### config.mk
export PLATFORM = sky130hd
export DESIGN_NAME = pending_count_table
export DESIGN_NICKNAME = d
export VERILOG_FILES = /design/src/rtl/pct_pkg.sv /design/src/rtl/pct_ram.sv /design/src/rtl/pct_ctrl.sv /design/src/rtl/pct_datapath.sv /design/src/rtl/pending_count_table.sv
export SDC_FILE = /design/constraint.sdc
export NUM_CORES = 1
export LEC_CHECK = 0
export BUFFER_PORTS_ARGS = -buffer_cell sky130_fd_sc_hd__buf_2
export CORE_UTILIZATION = 62
export DETAILED_ROUTE_END_ITERATION = 10
export HOLD_SLACK_MARGIN = 0.15
export PLACE_DENSITY = 0.8
export SYNTH_ARGS = -nofsm -noshare
export SYNTH_HDL_FRONTEND = slang
export SYNTH_SLANG_ARGS = --single-unit
### constraint.sdc
create_clock -name clk -period 5.75 [get_ports clk]
set_input_delay 0.8625 -clock clk [delete_from_list [all_inputs] [get_ports clk]]
set_output_delay 0.8625 -clock clk [all_outputs]
set_load 0.1 [all_outputs]
### src/rtl/pct_pkg.sv
// ----------------------------------------------------------------------------
// pct_pkg: shared types and constants of the pending count table
// Table size, beat layouts, opcodes and the control/status bundles.
// ----------------------------------------------------------------------------
`default_nettype none

package pct_pkg;

    localparam int DEPTH     = 16;
    localparam int IDX_W     = (DEPTH > 1) ? $clog2(DEPTH) : 1;
    localparam int OPCODE_W  = 2;
    localparam int VALUE_W   = 32;
    localparam int FOUND_W   = 1;
    localparam int S_TDATA_W = ((OPCODE_W + VALUE_W + 7) / 8) * 8;
    localparam int M_TDATA_W = ((FOUND_W + VALUE_W + 7) / 8) * 8;

    typedef logic [IDX_W-1:0]   idx_t;
    typedef logic [VALUE_W-1:0] value_t;

    typedef enum logic [OPCODE_W-1:0] {
        OP_WRITE = 2'd0,
        OP_MATCH = 2'd1,
        OP_POP   = 2'd2,
        OP_NONE  = 2'd3
    } opcode_t;

    // controller -> datapath
    typedef struct packed {
        logic load;    // capture the accepted beat, restart the scan
        logic step;    // issue one table read, advance the scan index
        logic finish;  // commit table update, load the output register
    } pct_cmd_t;

    // datapath -> controller
    typedef struct packed {
        opcode_t opcode;
        logic    scan_last;
        logic    out_free;
    } pct_status_t;

endpackage

`default_nettype wire

### src/rtl/pct_ram.sv
// ----------------------------------------------------------------------------
// pct_ram: generic single-port-write, single-port-read RAM
// One write and one registered read per cycle.
// ----------------------------------------------------------------------------
`default_nettype none

module pct_ram #(
    parameter int WIDTH = 32,
    parameter int DEPTH = 16
) (
    input  wire logic                             clk,
    input  wire logic                             wr_en,
    input  wire logic [$clog2(DEPTH > 1 ? DEPTH : 2)-1:0] wr_addr,
    input  wire logic [WIDTH-1:0]                 wr_data,
    input  wire logic [$clog2(DEPTH > 1 ? DEPTH : 2)-1:0] rd_addr,
    output logic      [WIDTH-1:0]                 rd_data
);

    logic [WIDTH-1:0] mem [DEPTH];
    logic [WIDTH-1:0] rd_data_reg;

    always_ff @(posedge clk)
    begin
        if (wr_en)
        begin
            mem[wr_addr] <= wr_data;
        end
        rd_data_reg <= mem[rd_addr];
    end

    assign rd_data = rd_data_reg;

endmodule

`default_nettype wire

### src/rtl/pct_ctrl.sv
// ----------------------------------------------------------------------------
// pct_ctrl: request sequencer of the pending count table
// Accepts one beat, walks the table for match/pop, then hands off the result.
// ----------------------------------------------------------------------------
`default_nettype none

module pct_ctrl (
    input  wire logic                 clk,
    input  wire logic                 rst_n,
    input  wire logic                 s_tvalid,
    output logic                      s_tready,
    input  wire pct_pkg::pct_status_t status,
    output pct_pkg::pct_cmd_t         cmd
);

    import pct_pkg::*;

    typedef enum logic [3:0] {
        ST_IDLE   = 4'b0001,
        ST_SCAN   = 4'b0010,
        ST_DRAIN  = 4'b0100,
        ST_FINISH = 4'b1000
    } state_t;

    state_t state_reg;
    state_t state_next;

    always_comb
    begin
        state_next = state_reg;
        cmd        = '0;
        s_tready   = 1'b0;
        case (state_reg)
            ST_IDLE:
            begin
                s_tready = 1'b1;
                if (s_tvalid)
                begin
                    cmd.load = 1'b1;
                    // match and pop walk the table first
                    if (status.opcode == OP_MATCH || status.opcode == OP_POP)
                    begin
                        state_next = ST_SCAN;
                    end
                    else
                    begin
                        state_next = ST_FINISH;
                    end
                end
            end
            ST_SCAN:
            begin
                cmd.step = 1'b1;
                if (status.scan_last)
                begin
                    state_next = ST_DRAIN;
                end
            end
            // last read data still in flight
            ST_DRAIN:
            begin
                state_next = ST_FINISH;
            end
            ST_FINISH:
            begin
                if (status.out_free)
                begin
                    cmd.finish = 1'b1;
                    state_next = ST_IDLE;
                end
            end
            default:
            begin
                state_next = ST_IDLE;
            end
        endcase
    end

    always_ff @(posedge clk or negedge rst_n)
    begin
        if (!rst_n)
        begin
            state_reg <= ST_IDLE;
        end
        else
        begin
            state_reg <= state_next;
        end
    end

endmodule

`default_nettype wire

### src/rtl/pct_datapath.sv
// ----------------------------------------------------------------------------
// pct_datapath: storage and compare path of the pending count table
// Count RAM, valid bits, ring pointer, scan compare and output register.
// ----------------------------------------------------------------------------
`default_nettype none

module pct_datapath (
    input  wire logic                 clk,
    input  wire logic                 rst_n,
    input  wire pct_pkg::opcode_t     in_opcode,
    input  wire pct_pkg::value_t      in_value,
    input  wire pct_pkg::pct_cmd_t    cmd,
    output pct_pkg::pct_status_t      status,
    output logic                      m_tvalid,
    input  wire logic                 m_tready,
    output logic                      out_found,
    output pct_pkg::value_t           out_result_value
);

    import pct_pkg::*;

    opcode_t          opcode_reg;
    value_t           value_reg;
    idx_t             scan_idx_reg;
    idx_t             cmp_idx_reg;
    logic             cmp_en_reg;
    logic             hit_reg;
    value_t           best_reg;
    idx_t             best_idx_reg;
    logic [DEPTH-1:0] valid_reg;
    idx_t             ptr_reg;
    logic             m_tvalid_reg;
    logic             found_reg;
    value_t           result_reg;

    value_t           rd_data;
    logic             ram_wr_en;
    logic             cand;
    logic             take;
    logic             found_next;
    value_t           result_next;

    assign ram_wr_en = cmd.finish && (opcode_reg == OP_WRITE);

    pct_ram #(
        .WIDTH (VALUE_W),
        .DEPTH (DEPTH)
    ) u_ram (
        .clk     (clk),
        .wr_en   (ram_wr_en),
        .wr_addr (ptr_reg),
        .wr_data (value_reg),
        .rd_addr (scan_idx_reg),
        .rd_data (rd_data)
    );

    // candidate entry: match keeps the first equal one, pop keeps strictly smaller
    always_comb
    begin
        cand = cmp_en_reg && valid_reg[cmp_idx_reg];
        take = 1'b0;
        case (opcode_reg)
            OP_MATCH: take = cand && !hit_reg && (rd_data == value_reg);
            OP_POP:   take = cand && (!hit_reg || (rd_data < best_reg));
            default:  take = 1'b0;
        endcase
    end

    always_comb
    begin
        found_next  = 1'b0;
        result_next = value_reg;
        case (opcode_reg)
            OP_WRITE: found_next = 1'b1;
            OP_MATCH: found_next = hit_reg;
            OP_POP:
            begin
                found_next  = hit_reg;
                result_next = hit_reg ? best_reg : '0;
            end
            default:  found_next = 1'b0;
        endcase
    end

    always_ff @(posedge clk)
    begin
        if (cmd.load)
        begin
            opcode_reg <= in_opcode;
            value_reg  <= in_value;
        end
        cmp_idx_reg <= scan_idx_reg;
        if (take)
        begin
            best_reg     <= rd_data;
            best_idx_reg <= cmp_idx_reg;
        end
        if (cmd.finish)
        begin
            found_reg  <= found_next;
            result_reg <= result_next;
        end
    end

    always_ff @(posedge clk or negedge rst_n)
    begin
        if (!rst_n)
        begin
            scan_idx_reg <= '0;
            cmp_en_reg   <= 1'b0;
            hit_reg      <= 1'b0;
            valid_reg    <= '0;
            ptr_reg      <= '0;
            m_tvalid_reg <= 1'b0;
        end
        else
        begin
            cmp_en_reg <= cmd.step;
            if (cmd.load)
            begin
                scan_idx_reg <= '0;
                hit_reg      <= 1'b0;
            end
            else
            begin
                if (cmd.step)
                begin
                    scan_idx_reg <= scan_idx_reg + 1'b1;
                end
                if (take)
                begin
                    hit_reg <= 1'b1;
                end
            end
            if (cmd.finish)
            begin
                if (opcode_reg == OP_WRITE)
                begin
                    valid_reg[ptr_reg] <= 1'b1;
                    ptr_reg <= (ptr_reg == idx_t'(DEPTH - 1)) ? '0 : ptr_reg + 1'b1;
                end
                else if (hit_reg && (opcode_reg == OP_MATCH || opcode_reg == OP_POP))
                begin
                    valid_reg[best_idx_reg] <= 1'b0;
                end
            end
            if (cmd.finish)
            begin
                m_tvalid_reg <= 1'b1;
            end
            else if (m_tready)
            begin
                m_tvalid_reg <= 1'b0;
            end
        end
    end

    // opcode of the beat on offer, so the controller can branch at accept
    assign status.opcode    = in_opcode;
    assign status.scan_last = (scan_idx_reg == idx_t'(DEPTH - 1));
    assign status.out_free  = !m_tvalid_reg || m_tready;

    assign m_tvalid         = m_tvalid_reg;
    assign out_found        = found_reg;
    assign out_result_value = result_reg;

endmodule

`default_nettype wire

### src/rtl/pending_count_table.sv
// ----------------------------------------------------------------------------
// pending_count_table: ring of sample counts with match and pop-minimum
// A write stores a count at the ring pointer and goes from accept straight to
// the finish state. Match and pop-minimum walk all DEPTH entries through the
// single read port of the count RAM, one entry per cycle, then pass a drain
// state before finish. One request is in flight at a time; the next beat is
// accepted once the current result sits in the output register, which may
// still be waiting for m_tready. No clearing pass is needed after reset.
// ----------------------------------------------------------------------------
`default_nettype none

module pending_count_table (
    input  wire logic                            clk,
    input  wire logic                            rst_n,
    input  wire logic                            s_tvalid,
    output logic                                 s_tready,
    // s_tdata fields, low bit up: opcode[1:0], value[33:2], zero pad
    input  wire logic [pct_pkg::S_TDATA_W-1:0]   s_tdata,
    output logic                                 m_tvalid,
    input  wire logic                            m_tready,
    // m_tdata fields, low bit up: found[0], result_value[32:1], zero pad
    output logic      [pct_pkg::M_TDATA_W-1:0]   m_tdata
);

    import pct_pkg::*;

    pct_cmd_t    cmd;
    pct_status_t status;
    opcode_t     in_opcode;
    value_t      in_value;
    logic        out_found;
    value_t      out_result_value;

    assign in_opcode = opcode_t'(s_tdata[OPCODE_W-1:0]);
    assign in_value  = s_tdata[OPCODE_W +: VALUE_W];

    pct_ctrl u_ctrl (
        .clk      (clk),
        .rst_n    (rst_n),
        .s_tvalid (s_tvalid),
        .s_tready (s_tready),
        .status   (status),
        .cmd      (cmd)
    );

    pct_datapath u_datapath (
        .clk              (clk),
        .rst_n            (rst_n),
        .in_opcode        (in_opcode),
        .in_value         (in_value),
        .cmd              (cmd),
        .status           (status),
        .m_tvalid         (m_tvalid),
        .m_tready         (m_tready),
        .out_found        (out_found),
        .out_result_value (out_result_value)
    );

    assign m_tdata = {{(M_TDATA_W - FOUND_W - VALUE_W){1'b0}}, out_result_value, out_found};

endmodule

`default_nettype wire

* Word level (Yosys, flattened, before mapping) *
Memory sizes are Yosys's and may differ from the RTL's. A register that Yosys moved wholly into a read port is not among the register bits.
Cells that the tools add are included.

operators by class
  $add $sub $neg = 2
  multipliers = 0
  div/mod/pow operators = 0
  order comparisons = 6
  equality and inequality tests = 14
  shift operators = 0
  multiplexer cells = 32
  bitwise operators = 3
  reduce and logical (&&, ||, !) cells = 23

operators by type and width
  cell                                                                   number
  32-bit 2-to-1 mux                                                      2
  32-bit == test                                                         1
  32-bit < comparator                                                    1
  16-bit 2-to-1 mux                                                      2
  4-bit 2-to-1 mux                                                       7
  16-bit AND                                                             1
  16-bit inverter                                                        1
  16-bit OR                                                              1
  4-bit one-hot mux with 4 select lines                                  1
  4-bit by 5-bit < comparator with 1-bit output, second input constant   3
  1-bit 2-to-1 mux                                                       15
  4-bit == test, second input constant                                   3
  4-bit by 1-bit adder with 4-bit output, second input constant          2
  1-bit demux with 4-bit select                                          2
  4-bit by 1-bit >= comparator with 1-bit output, second input constant  2
  1-bit logical AND                                                      8
  2-bit nonzero test                                                     4
  2-bit inequality test, second input constant                           3
  1-bit binary-select mux with 4-bit select                              1
  2-bit by 1-bit == test with 1-bit output, second input constant        2
  2-bit == test, second input constant                                   2
  4-bit by 1-bit == test with 1-bit output, second input constant        1
  4-bit by 2-bit == test with 1-bit output, second input constant        1
  4-bit by 3-bit == test with 1-bit output, second input constant        1
  other kinds (7)                                                        13

storage, ports and cells
  flip-flop bits (word level) = 138
  bits in latches = 0
  bits in writable memories = 512
  memory bits (read-only) = 0
  input bits = 44
  output and inout bits = 42
  word-level logic and storage cells = 95
  memories = 1

memory list
  name                  words  width  read ports  clocked after memory_dff  write ports  RTL line       RTL
  u_datapath.u_ram.mem  16     32     1           1                         1            pct_ram.sv:19  logic [WIDTH-1:0] mem [DEPTH];

* Depth between registers and ports, before layout *
Gate-level depths: netlist of run 1.

  depth after elaboration = 8
  depth in mapped cells = 8
  mapped depth without buffers = 8

* Hierarchy *
Synthesis of run 1 repeated with hierarchy kept, for this count alone.

unflattened totals
  cells, all modules = 1382
  area, all modules = 26409.1 sq um

by module, submodules not included
  module               instances  cells each  area an instance (sq um)  seq. area each (sq um)
  pct_ram              1          838         19836.5                   16015.4
  pct_datapath         1          514         6266.0                    3848.7
  pct_ctrl             1          21          242.7                     101.3
  pending_count_table  1          9           63.8                      0.0

* Least setup slack after synthesis of run 1 *
Ideal clock, no wire load.

  path kind = register -> register
  start point = reg u_datapath.m_tvalid_reg (netlist: u_datapath.m_tvalid)
  end point = mem u_datapath.u_ram.mem[1][0], enable pin
  library setup time = 464 ps
  arrival time = 4385 ps
  data required time = 5286 ps
  setup slack = 901 ps
  cell stages (with the launch flop) = 7
  path buffers = 1
  period minus slack after synthesis = 4849 ps
  path through = dfrtp_1 > nand2b_1 > nor2b_4 > and2_1 > buf_4 > nand2_1 > nor3_1

RTL lines
  item                    RTL line             RTL
  from (decl)             pct_datapath.sv:32   logic m_tvalid_reg;
  from (signal assigned)  pct_datapath.sv:114  m_tvalid_reg <= 1'b0;
  from (signal assigned)  pct_datapath.sv:149  m_tvalid_reg <= 1'b1;
  from (signal assigned)  pct_datapath.sv:153  m_tvalid_reg <= 1'b0;
  to (decl)               pct_ram.sv:19

==> impl_results.md, run 1 <==
* Worst vdd ir at slightly below 0.3 mV
* Relative slew slack at 0.1880
* CP required at around 6 ns
* Final setup vio count at 0
* Worst slew pin tran at 1.218 ns
* Total Routing Usage GR at 0.2747
* DR DRC count at 0
* Clock Sinks at 682
* # H-tree levels at 3
* Most flop-heavy register: u_datapath.u_ram.mem
* Worst Path Arrival at roughly 4.3 ns
* Synthesized area at 0.02637 mm²
* Share of post-route cells with drive strength above 1 at 0.2693
* CTS Hold Bufs at 0
* Run status: complete, no violations
* Die ar. at between 0.04 and 0.05 mm²
* Combinational power share at 0.128
* Routability cong. at 0.8186
* Initial Util at 0.6286
* GRT overflow at 0
* Max-cap viol count at 0
* Syn. warnings at 0
* Switch share at 0.2548
* Detailed Route WL at around 57 mm
* Register share of total power at 0.517
* Critical Path End Type: register
* Hold slack at between 0.3 and 0.4 ns
* DRT iter0 DRCs at around 1400
* DP HPWL at between 30 and 40 mm
* Startpoint types: register
* Synth area leader: edfxtp_1
* Sequential fraction of the synthesis area at 0.7572
* Final period utilization at 0.6969
* 1st-pass router iterations at 5
* Area share of the largest cell type after synthesis at 0.7004
* Commonest non-fill, non-tap cells in the layout: 615 x edfxtp_1, 164 x mux4_2, 74 x inv_1
* Clock Skew at 0.02918 ns
* FILL cells at roughly 2400
* Ys flop type: edfxtp_1
* Clock power frac at 0.355
* CTS tree: yes
* Clk_lat worst skew at roughly 0.58 ns
* Max Slew Vio Count at 0
* Clk root buf: clkbuf_16
* Total I/O pin count at 86
* Commonest non-fill, non-tap cell in the layout: edfxtp_1
* Setup Fix Bufs, Post-CTS at 0
* Synth Register Bits at 682
* Setup_tns at 0 ns
* Via density at roughly 6.6
* Switching power at 3.120 mW
* Die Span Y at 208.2 µm
* Hold Crit Class: in -> async
* Maximum buffer depth of the clock tree at 3
* FFs w/ async S/R, synth at 0.04545
* Largest net degree at the start of global routing at just under 90
* Crit path kind: reg -> reg
* Synth area leaders: edfxtp_1 70%, mux4_2 14%, dfrtp_1 2.8%, dfxtp_1 2.7%, ha_1 1.9%
* Clk slew on worst S/H paths at around 0.070 ns
* RSZ-0062 raised after global routing: false
* Leak at between 9 and 10 nW
* Antenna Nets Post-Route at 0
* Wire length per cell at about 29 µm
* Post_cts resized at 0
* Core box area at around 0.042 mm²
* Post-synth cell types at 50
* First-pass GRT wire length at around 85 mm
* Max FFs per register at slightly above 500
* Area grow syn2layout at 12.64%
* EDFF count, synth at 615
* Initial antenna violation count at 1
* Diodes inserted at 0
* PD cells at approximately 410 mW/mm²
* Num CTS Buffers at 67
* Cell internal pwr at slightly above 9 mW
* Total Power at between 10 and 15 mW
* Port Buf Inserts at a little over 70
* Fmax at about 0.25 GHz
* Cell Rows at 75
* Syn_area_per_cell at a little over 20 µm²
* Final nets at approximately 1500
* Hold Vio Cnt, Final at 0
* Die width at about 210 µm
* Via count at about 13000
* Final Critical Period at approximately 4 ns
* Number of global-route vias before repair at about 13000
* Post-synthesis cell count at between 1000 and 1500
* Crit-path max FO at 36
power by group through the flow:
stage,sequential (mW),combinational (mW),clock [mW]
finish,6.34,1.56,4.35
global route,6.37,1.67,4.59
CTS,6.33,1.58,4.41
detailed placement,6.42,1.56,0
global placement,6.39,1.52,0
floorplan,6.30,1.12,0
routing by layer:
layer / share of wire / up-vias / GRT usage
met5: 0 / - / 0
met4: 0.045 / 0 / 0.1257
met3: 0.069 / 149 / 0.04513
met2: 0.50 / 692 / 0.4439
met1: 0.39 / 6833 / 0.3740
li1: - / 5408 / -
final cells by class:
type / instances / area (µm²) / share of cell area
tap: 539 / 674.4 / 0.02271
multi-input combinational: 477 / 5993 / 0.2018
timing repair buffer: 100 / 595.6 / 0.02005
sequential: 682 / 19980 / 0.6726
clock buffer: 89 / 1852 / 0.06235
clock inverter: 30 / 331.6 / 0.01116
inverter: 74 / 277.8 / 0.009352
synthesized netlist by cell type, types with 2 or more instances:
master and number:
ha_1 40, nor4_1 3, a211oi_1 4, buf_4 9
nand2b_1 6, or3_4 2, buf_2 12, mux2i_1 3
xor2_1 7, a21o_1 5, nor3_2 3, xnor2_1 30
a21oi_1 16, edfxtp_1 615, a2111oi_0 2, nand3_1 42
nor3_1 10, nand2_1 22, nand4_1 13, a2bb2oi_1 5
inv_1 74, clkbuf_1 27, o22a_1 6, buf_1 13
nor2b_1 2, nor2_1 25, o32a_1 2, dfrtp_1 30
mux4_2 164, dfxtp_1 36, o21ai_0 42
path summary, 6_finish.rpt:
kind / end / cells after the start / slack (ns) / from
setup / recovery: u_datapath.u_ram.mem[12][15]$_DFFE_PP_ / 7 / 1.74 / u_ctrl.state_reg[1]$_DFFE_PN0P_
hold / removal: u_datapath.hit_reg$_DFFE_PN0P_ / 1 / 0.32 / rst_n
setup reg to reg: u_datapath.u_ram.mem[12][15]$_DFFE_PP_ / 7 / 1.74 / u_ctrl.state_reg[1]$_DFFE_PN0P_
hold reg to reg: u_datapath.best_idx_reg[2]$_DFFE_PP_ / 0 / 0.47 / u_datapath.cmp_idx_reg[2]$_DFF_P_
max in group asynchronous: u_datapath.scan_idx_reg[0]$_DFFE_PN0P_ / 1 / 4.87 / rst_n
min in group clk: u_datapath.value_reg[23]$_DFFE_PP_ / 1 / 0.45 / s_tdata[25]
cell families (layout without fill, tap and decap cells):
group | count (synthesis) | after routing | synth area share
xor+xnor | 37 | 37 | 0.01229
buf+inv | 136 | 293 | 0.02150
simple gates | 136 | 136 | 0.02743
compound gates | 90 | 90 | 0.02121
other cells | 1 | 7 | 0.0001422
fa+ha+maj | 40 | 40 | 0.01898
mux | 167 | 167 | 0.1412
flops | 682 | 682 | 0.7572
metrics by stage:
stage	util	instances	worst slack [ns]	instance area, µm²
2_1_floorplan	-	1295	0.9014	26390
3_3_place_gp	0.6560	1872	1.647	27520
3_5_place_dp	0.6560	1872	1.590	27520
4_1_cts	0.7080	1991	1.715	29700
5_1_grt	0.7080	1991	1.569	29700
6_report	0.7080	1991	1.743	29700
critical path, stage by stage, from the launching register on:
cell	delay [ns]
dfrtp_1	0.44
or4b_4	0.56
nor2b_4	0.11
buf_4	0.50
and2_1	0.38
nand2_1	0.30
nor2_4	1.01
buf_4	0.38
Note: power is estimated with default switching activity, not from simulation.
==> run 2, diff against run 1 <==
Settings changed: CORE_UTILIZATION 62 to 56, PLACE_DENSITY 0.8 to 0.76.
Clock period 5.75 ns to 3.51 ns, I/O delays scaled along.
==> run 2 against run 1 <==
Effect of this change: utilization shrank 4.8 points; via count is essentially flat; design area grew 3.2%; setup slack lost 1.1 ns; wire length grew 3.2%; sequential cell count is the same; total power grew 67%; final cell count grew 7.3%; combinational power grew 89%; first-iteration DRC count grew 6.4%; register-to-register slack lost 1.1 ns; die area grew 11%; highest routed layer unchanged.
==> impl_results.md, run 2 (same netlist as run 1, synthesis figures left out) <==
* Run status: complete, no violations
* Launch point of the worst reg-to-reg path: u_datapath.value_reg[26]$_DFFE_PP_
* Setup Fix Bufs, Post-CTS at 0
* Diodes inserted at 0
* Fmax at ~0.34 GHz
* Clk slew on worst S/H paths at 0.06 ns
* Initial antenna violation count at 0
* Crit-path max FO at 36
* Startpoint types: register
* Crit path buffers/inverters at 1
* Crit path kind: reg -> reg
* Hold Crit Class: in -> reg
* Worst vdd ir at 0.4940 mV
* Final nets at about 1600
* Detailed Route WL at 59.12 mm
* Critical Path End Type: register
* Hold endpoint: u_datapath.value_reg[5]$_DFFE_PP_
* Total Routing Usage GR at 0.2570
* Biggest cell delay along the critical path at roughly 0.63 ns
* Seq. cell area at between 0.015 and 0.02 mm²
* Number of global-route vias before repair at approximately 13000
* Total I/O pin count at 86
* Initial Util at 0.5675
* Leak at 10.20 nW
* Final period utilization at 0.8273
* Placement Setup Slack at 0.6825 ns
* Port Buf Inserts at between 70 and 80
* 1st-pass router iterations at 5
* Die width at between 200 and 250 µm
* Area grow syn2layout at 16.29%
* Num CTS Buffers at 70
* Max FFs per register at 512
* RSZ-0062 raised after global routing: false
* GRT overflow at 0
* DRT iter0 DRCs at 1497
* Relative slew slack at 0.3503
* Clk_lat worst skew at ~0.60 ns
* Total Power at 20.43 mW
* Multi-input logic area at 0.006000 mm²
* First-pass GRT wire length at just under 90 mm
* Critical Path, Cell by Cell: xnor2_1 -> nand4_1 -> nor4_1 -> a41o_1 -> o221ai_1 -> a211oi_4 -> buf_12
* Slowest CP cell: edfxtp_1
* Commonest non-fill, non-tap cell in the layout: edfxtp_1
* Antenna Nets Post-Route at 0
* DP HPWL at around 34 mm
* Cell Rows at 79
* # H-tree levels at 3
* Maximum buffer depth of the clock tree at 3
* Clk root buf: clkbuf_16
* Hold slack at roughly 0.19 ns
* Reg-to-reg slack, setup at roughly 0.61 ns
* Max-cap viol count at 0
* Commonest non-fill, non-tap cells in the layout: 615 x edfxtp_1, 164 x mux4_2, 74 x inv_1, 74 x clkbuf_16, 72 x buf_2
* Worst hold path stage count at 1
* Core box area at 0.04646 mm²
* Hold Path Origin: s_tdata[7]
* DR DRC count at 0
* Hold Vio Cnt, Final at 0
* Via density at between 6 and 7
* Routability cong. at 0.8150
* Wire length per cell at around 28 µm
* Via count at 13090
* Worst slew pin tran at slightly below 1 ns
* Max Slew Vio Count at 0
* Largest net degree at the start of global routing at 41
* Final setup vio count at 0
* Slack of the critical path at 0.6063 ns
* Die Span Y at 219.0 µm
* CP required at roughly 3.8 ns
* Clock Skew at 0.02570 ns
* Final Critical Period at between 2 and 3 ns
* CTS tree: yes
* Share of post-route cells with drive strength above 1 at 0.2812
* FILL cells at roughly 3000
* PD cells at around 670 mW/mm²
* Worst Path Arrival at ~3.2 ns
* Die ar. at roughly 0.048 mm²
* R2r endpoint: u_datapath.best_reg[20]$_DFFE_PP_
* FF-to-FF path depth at 7
* Clock Sinks at approximately 700
* Delay-heaviest family, CP: compound AO/OA/AOI/OAI gates
* Most flop-heavy register: u_datapath.u_ram.mem
## run 2: changes by cell type in the layout (fill, tap and decap cells not counted), sizes merged
cell,delta
dlygate4sd3,+34
buf,+33
clkinv,+13
clkinvlp,-3
bufinv,-2
clkbuf,+1
inv,+1
## run 2: area by class of cell
class                      instances  share of cell area
inverter                          74            0.009059
tap                              607             0.02477
clock buffer                      90             0.06366
clock inverter                    39             0.01061
sequential                       682              0.6515
multi-input combinational        477              0.1957
timing repair buffer             167             0.04473
## run 2: worst max path at each step
stage / startpoint / end / cells after the start
after detailed placement: u_datapath.value_reg[26]$_DFFE_PP_ / u_datapath.best_reg[17]$_DFFE_PP_ / 7
after CTS: u_datapath.value_reg[26]$_DFFE_PP_ / u_datapath.best_idx_reg[1]$_DFFE_PP_ / 7
after global routing: u_datapath.value_reg[26]$_DFFE_PP_ / u_datapath.best_reg[17]$_DFFE_PP_ / 7
final: u_datapath.value_reg[26]$_DFFE_PP_ / u_datapath.best_reg[20]$_DFFE_PP_ / 7
after global placement: u_datapath.value_reg[26]$_DFFE_PP_ / u_datapath.best_reg[27]$_DFFE_PP_ / 7
after floorplan: u_datapath.m_tvalid$_DFFE_PN0P_ / u_datapath.u_ram.mem[4][0]$_DFFE_PP_ / 6
## run 2: per-stage QoR
stage / cell area [µm²] / utilization / setup TNS (ns) / std cells
after detailed placement: 28040 / 0.6036 / 0 / 1973
after CTS: 30660 / 0.6600 / 0 / 2136
after global placement: 28040 / 0.6036 / 0 / 1973
final: 30660 / 0.6600 / 0 / 2136
after floorplan: 26410 / - / -179.14 / 1295
after global routing: 30660 / 0.6600 / 0 / 2136
## run 2: worst reg2reg max path, cell delays in order, from the launching register on
cell	delay, ns
edfxtp_1	0.63
xnor2_1	0.43
nand4_1	0.22
nor4_1	0.30
a41o_1	0.20
o221ai_1	0.17
a211oi_4	0.31
buf_12	0.29
## run 2: repair_timing
item                                   CTS  global route
endpoints found under the hold margin   63             0
hold buffers                            34             0
resized for setup                        0             0
## run 2: power by group
group	total (mW)	internal, mW	switching (mW)
logic	2.95	1.26	1.69
registers	10.2	9.59	0.565
clock network	7.31	4.31	3.01
total	20.4	15.2	5.27
## run 2: metal layers
metal | global-route usage | wire length, µm
met5 | 0 | 0
met4 | 0.1025 | 1868
met3 | 0.04491 | 4728
met2 | 0.4132 | 29320
met1 | 0.3537 | 23210
